`config.mk`:
```
export PLATFORM = sky130hd
export DESIGN_NAME = ppt_ctrl
export DESIGN_NICKNAME = d
export VERILOG_FILES = /design/src/rtl/ppt_pkg.sv /design/src/rtl/ppt_ctrl.sv
export SDC_FILE = /design/constraint.sdc
export NUM_CORES = 1
export LEC_CHECK = 0
export ABC_AREA = 1
export BUFFER_PORTS_ARGS = -buffer_cell sky130_fd_sc_hd__buf_4
export CORE_AREA = 2 2 39 41
export CTS_BUF_LIST = sky130_fd_sc_hd__clkbuf_16
export CTS_CLUSTER_SIZE = 28
export DETAILED_ROUTE_END_ITERATION = 16
export DIE_AREA = 0 0 41 43
export PLACE_DENSITY = 0.73
export SLEW_MARGIN = 20
export SYNTH_ARGS = -nofsm -noshare
export SYNTH_HDL_FRONTEND = slang
export SYNTH_SLANG_ARGS = --single-unit
```
`constraint.sdc`:
```
create_clock -name clk -period 2.53 [get_ports clk]
set_input_delay 0.253 -clock clk [delete_from_list [all_inputs] [get_ports clk]]
set_output_delay 0.253 -clock clk [all_outputs]
set_load 0.1 [all_outputs]
```
`src/rtl/ppt_pkg.sv`:
```
`timescale 1ns / 1ps
// ppt_pkg: shared types and codes of the position and pnl tracker
// used by ppt_ctrl, ppt_datapath and position_pnl_tracker; no dependencies

package ppt_pkg;

	// item action codes
	typedef enum logic [1:0] {
		ACT_ORDER   = 2'd0,
		ACT_FILL    = 2'd1,
		ACT_HYDRATE = 2'd2
	} action_t;

	// how a fill lands on the current position
	typedef enum logic [1:0] {
		KIND_FLAT,
		KIND_INC,
		KIND_RED,
		KIND_REV
	} fill_kind_t;

	// multiplier operand selection
	typedef enum logic [1:0] {
		MUL_CUR_AVG,
		MUL_QTY_PRICE,
		MUL_PNL
	} mul_sel_t;

	// commands from the controller to the datapath
	typedef struct packed {
		logic     load;
		logic     clr_step;
		logic     wr_order;
		logic     wr_hydrate;
		logic     rd_slot;
		logic     rd_pos;
		logic     mul_en;
		mul_sel_t mul_sel;
		logic     acc_load;
		logic     acc_add;
		logic     div_init;
		logic     div_step;
		logic     commit;
	} ppt_cmd_t;

	// status from the datapath to the controller
	typedef struct packed {
		logic       clr_last;
		logic [1:0] action;
		logic       fill_ok;
		logic       slot_valid;
		fill_kind_t kind;
		logic       div_last;
	} ppt_status_t;

endpackage

```
`src/rtl/ppt_ctrl.sv`:
```
`timescale 1ns / 1ps
// ppt_ctrl: sequencer of the position and pnl tracker
// depends on ppt_pkg; drives ppt_datapath through command and status structs

module ppt_ctrl (
	input  logic                 clk,
	input  logic                 arst_n,
	input  logic                 start,
	input  ppt_pkg::ppt_status_t status,
	output ppt_pkg::ppt_cmd_t    cmd,
	output logic                 busy
);

	typedef enum logic [3:0] {
		ST_CLEAR,
		ST_IDLE,
		ST_DECODE,
		ST_SLOT,
		ST_EVAL,
		ST_MUL2,
		ST_ACC,
		ST_DINIT,
		ST_DIV,
		ST_COMMIT
	} state_t;

	state_t state_q, state_d;
	logic   busy_q;

	// next state and commands
	always_comb begin
		cmd     = '0;
		state_d = state_q;
		unique case (state_q)
			ST_CLEAR: begin
				cmd.clr_step = 1'b1;
				if (status.clr_last) state_d = ST_IDLE;
			end
			ST_IDLE: begin
				if (start) begin
					cmd.load = 1'b1;
					state_d  = ST_DECODE;
				end
			end
			ST_DECODE: begin
				case (status.action)
					ppt_pkg::ACT_ORDER: begin
						cmd.wr_order = 1'b1;
						state_d      = ST_IDLE;
					end
					ppt_pkg::ACT_HYDRATE: begin
						cmd.wr_hydrate = 1'b1;
						state_d        = ST_IDLE;
					end
					ppt_pkg::ACT_FILL: begin
						cmd.rd_slot = 1'b1;
						state_d     = ST_SLOT;
					end
					default: state_d = ST_IDLE;
				endcase
			end
			ST_SLOT: begin
				if (status.fill_ok && status.slot_valid) begin
					cmd.rd_pos = 1'b1;
					state_d    = ST_EVAL;
				end else begin
					state_d = ST_IDLE;
				end
			end
			ST_EVAL: begin
				unique case (status.kind)
					ppt_pkg::KIND_FLAT: state_d = ST_COMMIT;
					ppt_pkg::KIND_INC: begin
						cmd.mul_en  = 1'b1;
						cmd.mul_sel = ppt_pkg::MUL_CUR_AVG;
						state_d     = ST_MUL2;
					end
					ppt_pkg::KIND_RED, ppt_pkg::KIND_REV: begin
						cmd.mul_en  = 1'b1;
						cmd.mul_sel = ppt_pkg::MUL_PNL;
						state_d     = ST_COMMIT;
					end
				endcase
			end
			ST_MUL2: begin
				cmd.mul_en   = 1'b1;
				cmd.mul_sel  = ppt_pkg::MUL_QTY_PRICE;
				cmd.acc_load = 1'b1;
				state_d      = ST_ACC;
			end
			ST_ACC: begin
				cmd.acc_add = 1'b1;
				state_d     = ST_DINIT;
			end
			ST_DINIT: begin
				cmd.div_init = 1'b1;
				state_d      = ST_DIV;
			end
			ST_DIV: begin
				cmd.div_step = 1'b1;
				if (status.div_last) state_d = ST_COMMIT;
			end
			ST_COMMIT: begin
				cmd.commit = 1'b1;
				state_d    = ST_IDLE;
			end
		endcase
	end

	// state and registered busy
	always_ff @(posedge clk or negedge arst_n) begin
		if (!arst_n) begin
			state_q <= ST_CLEAR;
			busy_q  <= 1'b1;
		end else begin
			state_q <= state_d;
			busy_q  <= (state_d != ST_IDLE);
		end
	end

	assign busy = busy_q;

endmodule

```
# Yosys cells after proc, flatten, opt, wreduce, memory -nomap -nowiden
# Cells that the tools add are included.
# word_totals
elab_cells	46
inputBits	11
output_inout_bits	15
regBits	5
# classes
n_reduce_logical	6
n_mux	23
eq_ne	15
# op_table
op	n
one-hot mux 4 bit (10 select lines)	1
equality test 4 x 3 -> 1 bit, second input constant	4
two-way mux 1 bit	13
two-way mux 4 bit	3
one-hot mux 3 bit (2 select lines)	2
equality test 4 x 2 -> 1 bit, second input constant	2
equality test 4 bit, second input constant	2
one-hot mux 4 bit (2 select lines)	1
equality test 2 bit, second input constant	3
two-way mux 3 bit	2
equality test 2 x 1 -> 1 bit, second input constant	2
equality test 4 x 1 -> 1 bit, second input constant	1
logical NOT 2 bit	2
logical NOT 4 bit	1
!= test 4 x 1 -> 1 bit, second input constant	1
OR reduction 3 bit	1
two-way mux 2 bit	1
OR reduction 2 bit	1
logical AND 1 bit	1

# Logic depth before layout (Yosys ltp)
# Gate-level depths: netlist (run 1).
# logic_depth
word_depth	5
mapped_depth	9
depth_no_buf	9

# Least setup slack after synthesis (run 1)
# Ideal clock, no wire load.
# synth_path
kind	register to output
from	register state_q[3]
to	output port cmd[7] (netlist name)
arrival_ns	2.862
n_path_buf	0
stages_incl_launch_ff	4
slack_ns	-0.585
required_time_ns	2.277
path_cell_list	dfrtp_1 -> inv_2 -> nand2_2 -> a311oi_1
# synth_lines
item	line_no	rtl
start: declaration	ppt_ctrl.sv:27	state_t state_q, state_d;
start signal: assignment	ppt_ctrl.sv:116	state_q <= state_d;
end: declaration	ppt_ctrl.sv:10	output ppt_pkg::ppt_cmd_t cmd,

==> results of run 1 <==
routing by layer:
| metal | GRT usage, % | wire length, um |
|---|---|---|
| met5 | 0 | 0 |
| met3 | 4.71 | 79 |
| met2 | 25.0 | 573 |
| met1 | 14.2 | 451 |
| met4 | 10.0 | 15 |
cell usage in the layout, fill, tap and decap left out:
cell type	instances
inv_1	19
o21ai_0	1
dfstp_2	1
buf_4	25
nor2_2	2
nand4_1	2
nand2_1	16
inv_2	1
nor3_2	1
nand2_2	1
dfrtp_1	4
clkbuf_16	3
o211ai_1	1
nor2_1	19
nand3_1	7
a311oi_2	1
nand3b_1	1
dlygate4sd3_1	1
flip-flops by register name (all words and copies together), names as in the netlist:
| signal | cells |
|---|---|
| busy | 1 |
| state_q | 4 |
worst reg2reg max path, cell delays in order, from the launching register on:
cell and delay [ns]:
dfrtp_1 0.42, inv_1 0.15, nand2_1 0.09, nor2_1 0.20, nand2_1 0.07, nand2_1 0.06
nand2_1 0.05, nand2_1 0.08, nor2_1 0.05, nand2_1 0.05
Yosys cell counts:
master	n	area, um^2
o211ai_1	1	7.51
nor2_1	20	75.1
nand2_1	16	60.1
nand3b_1	1	7.51
nor3_1	1	5.00
dfrtp_1	4	100
nand2_2	1	6.26
buf_4	1	7.51
nor2_2	1	6.26
inv_1	18	67.6
a311oi_1	1	8.76
nand3_1	7	35.0
inv_2	1	3.75
o21ai_0	1	5.00
nand4_1	2	12.5
dfstp_2	1	26.3
worst min path at each step:
stage	start	end	cells past startpoint
2_1_floorplan	arst_n	state_q[0]	0
3_3_place_gp	arst_n	state_q[1]	1
3_5_place_dp	arst_n	state_q[2]	1
4_1_cts	arst_n	state_q[2]	2
5_1_grt	arst_n	state_q[2]	2
6_report	status[7]	state_q[0]	5
area by class of cell:
class / count / area (um^2)
fill: 149 / 647
multi-input combinational: 52 / 243
timing repair buffer: 26 / 198
sequential: 5 / 126
clock buffer: 3 / 75.1
inverter: 19 / 71.3
tap: 16 / 20.0
clock inverter: 1 / 3.75
cell families (layout without fill, tap and decap cells):
kind of cell | after synthesis | count (layout)
DFF | 5 | 5
AOI/OAI and AO/OA | 3 | 3
and+or+nand+nor | 49 | 49
buffers and inverters | 20 | 49
metrics by stage:
step,instance area (um^2),util [%],hold WS (ns)
after floorplan,448,-,-0.0426
after global placement,648,46.8,0.0545
after detailed placement,648,46.8,0.0563
after CTS,737,53.3,0.360
after global routing,737,53.3,0.377
final,737,53.3,0.358
==> flow_metrics.env, run 1 <==
export IMPL_drc=0
export IMPL_first_iter_violations=8
export IMPL_ys_types=16
export IMPL_finalHoldViolCount=0
export IMPL_synthMuxAreaShare_pct=0
export IMPL_reg2regPathDepth=9
export IMPL_period_needed_ns=1.74
export IMPL_syn_inst=77
export IMPL_synth_top_family_by_area="simple AND/OR/NAND/NOR gates"
export IMPL_clock_path_buffers=2
export IMPL_cp_depth=4
export IMPL_cp_arrival_ns=1.48
export IMPL_portBuffers=25
export IMPL_crit_path_top_delay_cell="dfrtp_1"
export IMPL_syn_area_per_cell_um2=5.64
export IMPL_r2r_setup_slack_ns=1.27
export IMPL_yosys_warnings=0
export IMPL_cts_htree_levels=1
export IMPL_path_cells="nor2_1 > nand2_1 > nor3_2 > buf_4"
export IMPL_synth_compound_area_share_pct=4.90
export IMPL_synth_xor_xnor_area_share_pct=0
export IMPL_grt_pass1_wl_um=1710
export IMPL_crit_end="cmd[11]"
export IMPL_insertion_delay_ns=0.22
export IMPL_cap_violations=0
export IMPL_row_count=14
export IMPL_post_cts_resized=0
export IMPL_skew_ns=0.000609
export IMPL_antenna_found_initial=0
export IMPL_crit_fanout=7
export IMPL_wl_per_cell_um=9.17
export IMPL_drt_first_pass_iters=4
export IMPL_cts_tree="yes"
export IMPL_synth_seq_cells=5
export IMPL_vias=552
export IMPL_path_clk_slew_ns=0.03
export IMPL_synth_seq_area_share_pct=29.1
export IMPL_netlist_area_um2=434
export IMPL_path_class="reg2out"
export IMPL_gp_congestion=0.808
export IMPL_tns_ns=0
export IMPL_timing_rr_start="state_q[0]"
export IMPL_cts_sinks=5
export IMPL_core_mm2=0.00138
export IMPL_end_kind="primary output"
export IMPL_timing_rr_end="busy"
export IMPL_worst_pin_slew_ns=0.291
export IMPL_max_stage_delay_ns=0.44
export IMPL_setup_viol=0
export IMPL_initial_utilization_pct=31.4
export IMPL_hold_path_class="in2reg"
export IMPL_path_buf_inv=1
export IMPL_ios=26
export IMPL_status="completed"
export IMPL_grt_overflow_total=0
export IMPL_die_area_mm2=0.00176
export IMPL_cp_top_family="simple AND/OR/NAND/NOR gates"
export IMPL_grt_pass1_vias=463
export IMPL_max_freq_mhz=576
export IMPL_grt_max_degree=8
export IMPL_dp_slack_ns=1.03
export IMPL_dp_cells=117
export IMPL_n_antenna_cell=0
export IMPL_critPathRequiredTime_ns=2.28
export IMPL_holdBufCountCts=1
export IMPL_viasPerCell=4.52
export IMPL_crit_path_start="state_q[3]"
export IMPL_syn_nets=88
export IMPL_slew_headroom_pct=80.5
export IMPL_drv_slew=0
export IMPL_worst_setup_path_start_kind="flip-flop"
export IMPL_numCtsBuffers=3
export IMPL_yosys_area_share_adder_pct=0
export IMPL_drive_gt1_share_pct=33.0
export IMPL_track_usage_pct=14.9
export IMPL_final_cells=122
export IMPL_yosys_area_share_simple_pct=47.8
export IMPL_cts_setup_buffers=0
export IMPL_layout_setup_ws_ns=0.792
export IMPL_wl_um=1120
export IMPL_areaGrowthSynthToFinish_pct=69.7
export IMPL_finalCritPeriodShare_pct=68.7
export IMPL_dieWidth_um=41
export IMPL_cts_root_buf="clkbuf_16"
export IMPL_hpwl_um=970
export IMPL_rsz0062_at_grt="false"
export IMPL_die_y_um=43
export IMPL_nets=118
export IMPL_postRouteAntennaNets=0
Power of run 1 is not shown: default switching activity piles up to over one toggle a cycle in this logic, so the estimate is an artifact.
==> run 2: changes to the inputs <==
ABC_AREA = 0   (was 1)
PLACE_DENSITY = 0.78   (was 0.73)
clock period = 1.62 ns   (was 2.53 ns; I/O delays follow)
==> run 2 against run 1 <==
Net effect:
- via count rose by 9.2%
- clock-buffer cell count is the same
- die area unchanged
- worst hold slack lost 0.086 ns
- the run now ends with setup timing left
- utilization is 21 points higher
- critical endpoint is now cmd[9]
- critical path depth is 1 lower
- global-route usage up 6.7 points
- cell count shrank 4.9%
==> flow_metrics.env, run 2 <==
export IMPL_period_needed_ns=1.68
export IMPL_top_register="state_q"
export IMPL_netlist_area_um2=492
export IMPL_async_flop_share_pct=100
export IMPL_drt_first_pass_iters=4
export IMPL_final_cells=116
export IMPL_syn_area_per_cell_um2=7.81
export IMPL_cts_sinks=5
export IMPL_initial_utilization_pct=35.5
export IMPL_slew_headroom_pct=75.1
export IMPL_cap_violations=0
export IMPL_sw_frac_of_total_pct=53.4
export IMPL_tns_ns=-0.192
export IMPL_p_int_mw=1.14
export IMPL_critPathRequiredTime_ns=1.46
export IMPL_hold_path_class="in2async"
export IMPL_crit_fanout=6
export IMPL_grt_overflow_total=0
export IMPL_largest_reg_flops=4
export IMPL_grt_pass1_vias=543
export IMPL_path_clk_slew_ns=0.03
export IMPL_skew_ns=0.00369
export IMPL_die_area_mm2=0.00176
export IMPL_layout_setup_ws_ns=-0.0633
export IMPL_status="finished with violations"
export IMPL_core_mm2=0.00138
export IMPL_worst_setup_path_start_kind="flip-flop"
export IMPL_dp_slack_ns=0.0349
export IMPL_hpwl_um=1210
export IMPL_worst_pin_slew_ns=0.370
export IMPL_syn_nets=74
export IMPL_hold_slack_ns=0.272
export IMPL_end_kind="primary output"
export IMPL_wl_um=1680
export IMPL_grt_pass1_wl_um=2480
export IMPL_cts_root_buf="clkbuf_16"
export IMPL_insertion_delay_ns=0.23
export IMPL_synth_seq_cells=5
export IMPL_fillers=104
export IMPL_ys_top_cells_by_area="dfrtp_1 (20%), nor3_1 (7.1%), dfstp_2 (5.3%)"
export IMPL_finalHoldViolCount=0
export IMPL_setup_viol=4
export IMPL_crit_path_top_delay_cell="dfrtp_1"
export IMPL_placed_cell_area_um2=836
export IMPL_postRouteAntennaNets=0
export IMPL_final_cell_mix="buf_4 (25), buf_6 (9), inv_1 (5)"
export IMPL_clkPwrFrac_pct=16.2
export IMPL_grt_max_degree=8
export IMPL_synth_seq_area_share_pct=25.7
export IMPL_final_core_util_pct=74.6
export IMPL_dp_cells=108
export IMPL_ios=26
export IMPL_track_usage_pct=21.6
export IMPL_final_common_cell="buf_4"
export IMPL_synth_top_area_share_pct=20.4
export IMPL_yosys_warnings=0
export IMPL_yosys_top_cells_count="nor2_1 (7), nor3_1 (7), inv_1 (5)"
export IMPL_power_mw=2.44
export IMPL_p_per_area_mw_per_mm2=2360
export IMPL_use_met3_pct=4.71
export IMPL_p_comb_share_pct=72.5
export IMPL_irDropWorstVdd_mv=1.87
export IMPL_finalCritPeriodShare_pct=104
export IMPL_die_y_um=43
export IMPL_rsz0062_at_grt="true"
export IMPL_row_count=14
export IMPL_design_area_mm2=0.00103
export IMPL_violations="setup timing"
export IMPL_clock_path_buffers=2
export IMPL_dieWidth_um=41
export IMPL_cp_arrival_ns=1.52
export IMPL_synth_top_area_cell="dfrtp_1"
export IMPL_antenna_found_initial=0
export IMPL_cts_tree="yes"
export IMPL_synth_edf_count=0
export IMPL_switching_power_mw=1.30
export IMPL_syn_inst=63
export IMPL_first_iter_violations=3
export IMPL_met2_usage_pct=32.8
export IMPL_max_freq_mhz=594
export IMPL_power_leakage_nw=0.461
export IMPL_n_antenna_cell=0
export IMPL_nets=112
export IMPL_wl_per_cell_um=14.5
export IMPL_viasPerCell=5.20
export IMPL_path_class="reg2out"
export IMPL_synth_ff_type="dfrtp_1"
export IMPL_drive_gt1_share_pct=61.0
export IMPL_path_cells="or2b_4 > nor4_4 > buf_6"
export IMPL_pwr_share_seq_pct=11.4
export IMPL_vias=603
export IMPL_drc=0
export IMPL_ys_types=31
export IMPL_cts_htree_levels=1
export IMPL_drv_slew=0
export IMPL_numCtsBuffers=3
export IMPL_max_stage_delay_ns=0.42
export IMPL_portBuffers=25
export IMPL_areaGrowthSynthToFinish_pct=110
export IMPL_met1_usage_pct=26.7
export IMPL_gp_congestion=0.808
export IMPL_busiest_layer="met2"
==> run 2: cell count changes after synthesis, moves of 2 or more <==
cell and change:
nor2_1 -13, nand2b_1 +3, nor2b_1 +2, o21ai_0 +2, nor3_1 +6, nor4b_1 +2, nand3_1 -7, buf_6 +2
nor4_1 +2, inv_1 -13, nand2_1 -12
==> run 2: worst max-delay path, delay by kind of cell (launching register included) <==
family                 cells  cell delay, ns
flip-flops                 1            0.42
buffers and inverters      1            0.27
AND/OR/NAND/NOR            2            0.60
==> run 2: worst paths after layout <==
kind                       slack [ns]  cells past startpoint    endpoint        from
max                             -0.06                      3      cmd[9]  state_q[1]
max reg2reg                         0                      4  state_q[2]  state_q[1]
min in group clk                 0.31                      3  state_q[0]   status[0]
max in group asynchronous        1.15                      2        busy      arst_n
min                              0.27                      2  state_q[1]      arst_n
min reg2reg                      0.66                      2  state_q[1]  state_q[3]
==> run 2: per-layer routing <==
metal / vias to the layer above / share of wire, %
met3: 2 / 2.2
met5: - / 0
met4: 0 / 1.0
li1: 296 / -
met2: 11 / 54
met1: 294 / 43
==> run 2: area by class of cell <==
class / instances / area [um^2] / share of cell area [%]
sequential: 5 / 129 / 12.5
timing repair buffer: 39 / 374 / 36.2
tap: 16 / 20.0 / 1.94
inverter: 5 / 22.5 / 2.18
multi-input combinational: 47 / 408 / 39.5
clock inverter: 1 / 3.75 / 0.364
clock buffer: 3 / 75.1 / 7.27
==> run 2: kinds of logic (layout without fill, tap and decap cells) <==
| family | Yosys count | count (layout) | share of synthesized area (%) |
|---|---|---|---|
| simple gates | 37 | 37 | 43.8 |
| buf+inv | 11 | 48 | 16.5 |
| compound gates | 10 | 10 | 14.0 |
| flops | 5 | 5 | 25.7 |
==> run 2: what timing repair did <==
item	CTS	global route
resized for setup	12	8
hold buffers	1	0
hold endpoints to repair	5	0
setup endpoints to repair	10	11
buffers inserted	2	1
pin swaps	1	1
==> run 2: power groups by stage <==
stage	combinational, mW	sequential, mW	clock (mW)
final	1.77	0.277	0.394
after global routing	1.85	0.280	0.424
after CTS	1.67	0.266	0.405
after detailed placement	1.58	0.262	0
after global placement	1.56	0.257	0
after floorplan	1.25	0.321	0
Power figures use the tool's default switching activity.
==> run 3: changes to the inputs <==
==> constraint.sdc (replaced) <==
create_clock -name clk -period 2 [get_ports clk]
set_input_delay 0.2 -clock clk [delete_from_list [all_inputs] [get_ports clk]]
set_output_delay 0.2 -clock clk [all_outputs]
set_load 0.01 [all_outputs]
==> run 3 against run 2 <==
Net effect:
- the flow now finishes without violations
- via count fell by 11%
- clock power down 16%
- clock-buffer cell count did not move
- sequential power is 14% lower
- die area unchanged
- utilization decreased by 21 points
- worst hold slack gained 0.042 ns
==> flow_metrics.env, run 3 (synthesis gave the netlist of run 2 again) <==
export IMPL_layout_setup_ws_ns=0.200
export IMPL_pwr_share_seq_pct=21.9
export IMPL_sw_frac_of_total_pct=38.2
export IMPL_numCtsBuffers=3
export IMPL_first_iter_violations=5
export IMPL_max_freq_mhz=556
export IMPL_rsz0062_at_grt="false"
export IMPL_irDropWorstVdd_mv=0.683
export IMPL_cts_setup_buffers=0
export IMPL_insertion_delay_ns=0.23
export IMPL_path_class="reg2out"
export IMPL_wl_um=1290
export IMPL_gp_congestion=0.840
export IMPL_dp_slack_ns=0.226
export IMPL_viasPerCell=5.15
export IMPL_areaGrowthSynthToFinish_pct=49.6
export IMPL_end_kind="primary output"
export IMPL_timing_rr_start="state_q[3]"
export IMPL_hold_slack_ns=0.314
export IMPL_period_needed_ns=1.80
export IMPL_power_leakage_nw=0.366
export IMPL_critPathRequiredTime_ns=1.80
export IMPL_portBuffers=25
export IMPL_core_mm2=0.00138
export IMPL_die_area_mm2=0.00176
export IMPL_grt_overflow_total=0
export IMPL_initial_utilization_pct=35.5
export IMPL_crit_path_start="state_q[1]"
export IMPL_cap_violations=0
export IMPL_p_int_mw=0.670
export IMPL_crit_fanout=13
export IMPL_status="completed"
export IMPL_ios=26
export IMPL_cts_htree_levels=1
export IMPL_drt_first_pass_iters=3
export IMPL_wl_per_cell_um=12.4
export IMPL_slew_headroom_pct=72.9
export IMPL_cp_arrival_ns=1.60
export IMPL_p_per_area_mw_per_mm2=1480
export IMPL_clkPwrFrac_pct=30.6
export IMPL_hpwl_um=1010
export IMPL_design_area_um2=736
export IMPL_p_comb_share_pct=47.5
export IMPL_dr_wl_met3_um=85
export IMPL_switching_power_mw=0.415
export IMPL_largest_reg_flops=4
export IMPL_setup_viol=0
export IMPL_drt_met1_wl_um=580
export IMPL_final_common_cell="buf_4"
export IMPL_path_clk_slew_ns=0.03
export IMPL_cts_sinks=5
export IMPL_vias=536
export IMPL_n_antenna_cell=0
export IMPL_nets=100
export IMPL_power_mw=1.09
export IMPL_finalCritPeriodShare_pct=90.0
export IMPL_top_register="state_q"
export IMPL_cts_root_buf="clkbuf_16"
export IMPL_hold_path_class="in2async"
export IMPL_cts_tree="yes"
export IMPL_fillers=131
export IMPL_die_y_um=43
export IMPL_tns_ns=0
export IMPL_dieWidth_um=41
export IMPL_finalHoldViolCount=0
export IMPL_postRouteAntennaNets=0
export IMPL_grt_pass1_vias=503
export IMPL_final_cells=104
export IMPL_worst_setup_path_start_kind="flip-flop"
export IMPL_skew_ns=0.00133
export IMPL_antenna_found_initial=0
export IMPL_top_layer_used="met4"
export IMPL_wl_met2_um=610
export IMPL_dp_cells=99
export IMPL_final_cell_mix="buf_4 (26), nor2_1 (7), nor3_1 (7)"
export IMPL_track_usage_pct=16.9
export IMPL_drc=0
export IMPL_worst_pin_slew_ns=0.402
export IMPL_placed_cell_area_um2=644
export IMPL_row_count=14
export IMPL_drive_gt1_share_pct=39.8
export IMPL_final_core_util_pct=53.2
export IMPL_grt_max_degree=14
export IMPL_grt_pass1_wl_um=2040
export IMPL_drv_slew=0
export IMPL_clock_path_buffers=2
## run 3: final cells by class
cell class                 count  area (um^2)  area share [%]
multi-input combinational     47          284            38.6
inverter                       5         18.8            2.55
timing repair buffer          27          205            27.9
clock inverter                 1         5.00           0.680
sequential                     5          128            17.3
tap                           16         20.0            2.72
clock buffer                   3         75.1            10.2
## run 3: repair_timing
item	in CTS	in global routing
resized for setup	0	1
hold buffers	1	0
hold endpoints to repair	5	0
setup endpoints to repair	0	1
## run 3: power by group through the flow
stage | clock network (mW) | logic [mW] | registers (mW)
3_5_place_dp | 0 | 0.512 | 0.235
4_1_cts | 0.336 | 0.518 | 0.234
5_1_grt | 0.346 | 0.564 | 0.248
6_report | 0.332 | 0.516 | 0.237
2_1_floorplan | 0 | 0.454 | 0.181
3_3_place_gp | 0 | 0.505 | 0.229
## run 3: layer usage
metal	track usage [%]	vias to the layer above
li1	-	276
met1	20.3	240
met2	26.9	18
met3	4.71	2
met4	6.67	0
met5	0	-
## run 3: final timing paths
kind | endpoint | slack, ns | depth (start not counted)
worst max-delay path | cmd[9] | 0.20 | 3
worst min-delay path | state_q[1] | 0.31 | 2
worst max register to register | state_q[2] | 0.20 | 4
worst min register to register | state_q[0] | 0.66 | 2
max in group asynchronous | busy | 1.49 | 2
min in group clk | state_q[0] | 0.34 | 3
## run 3: worst max-delay path, stage by stage, from the launching register on
cell     delay [ns]
dfrtp_2        0.47
or2b_4         0.32
nor4_1         0.37
buf_4          0.20
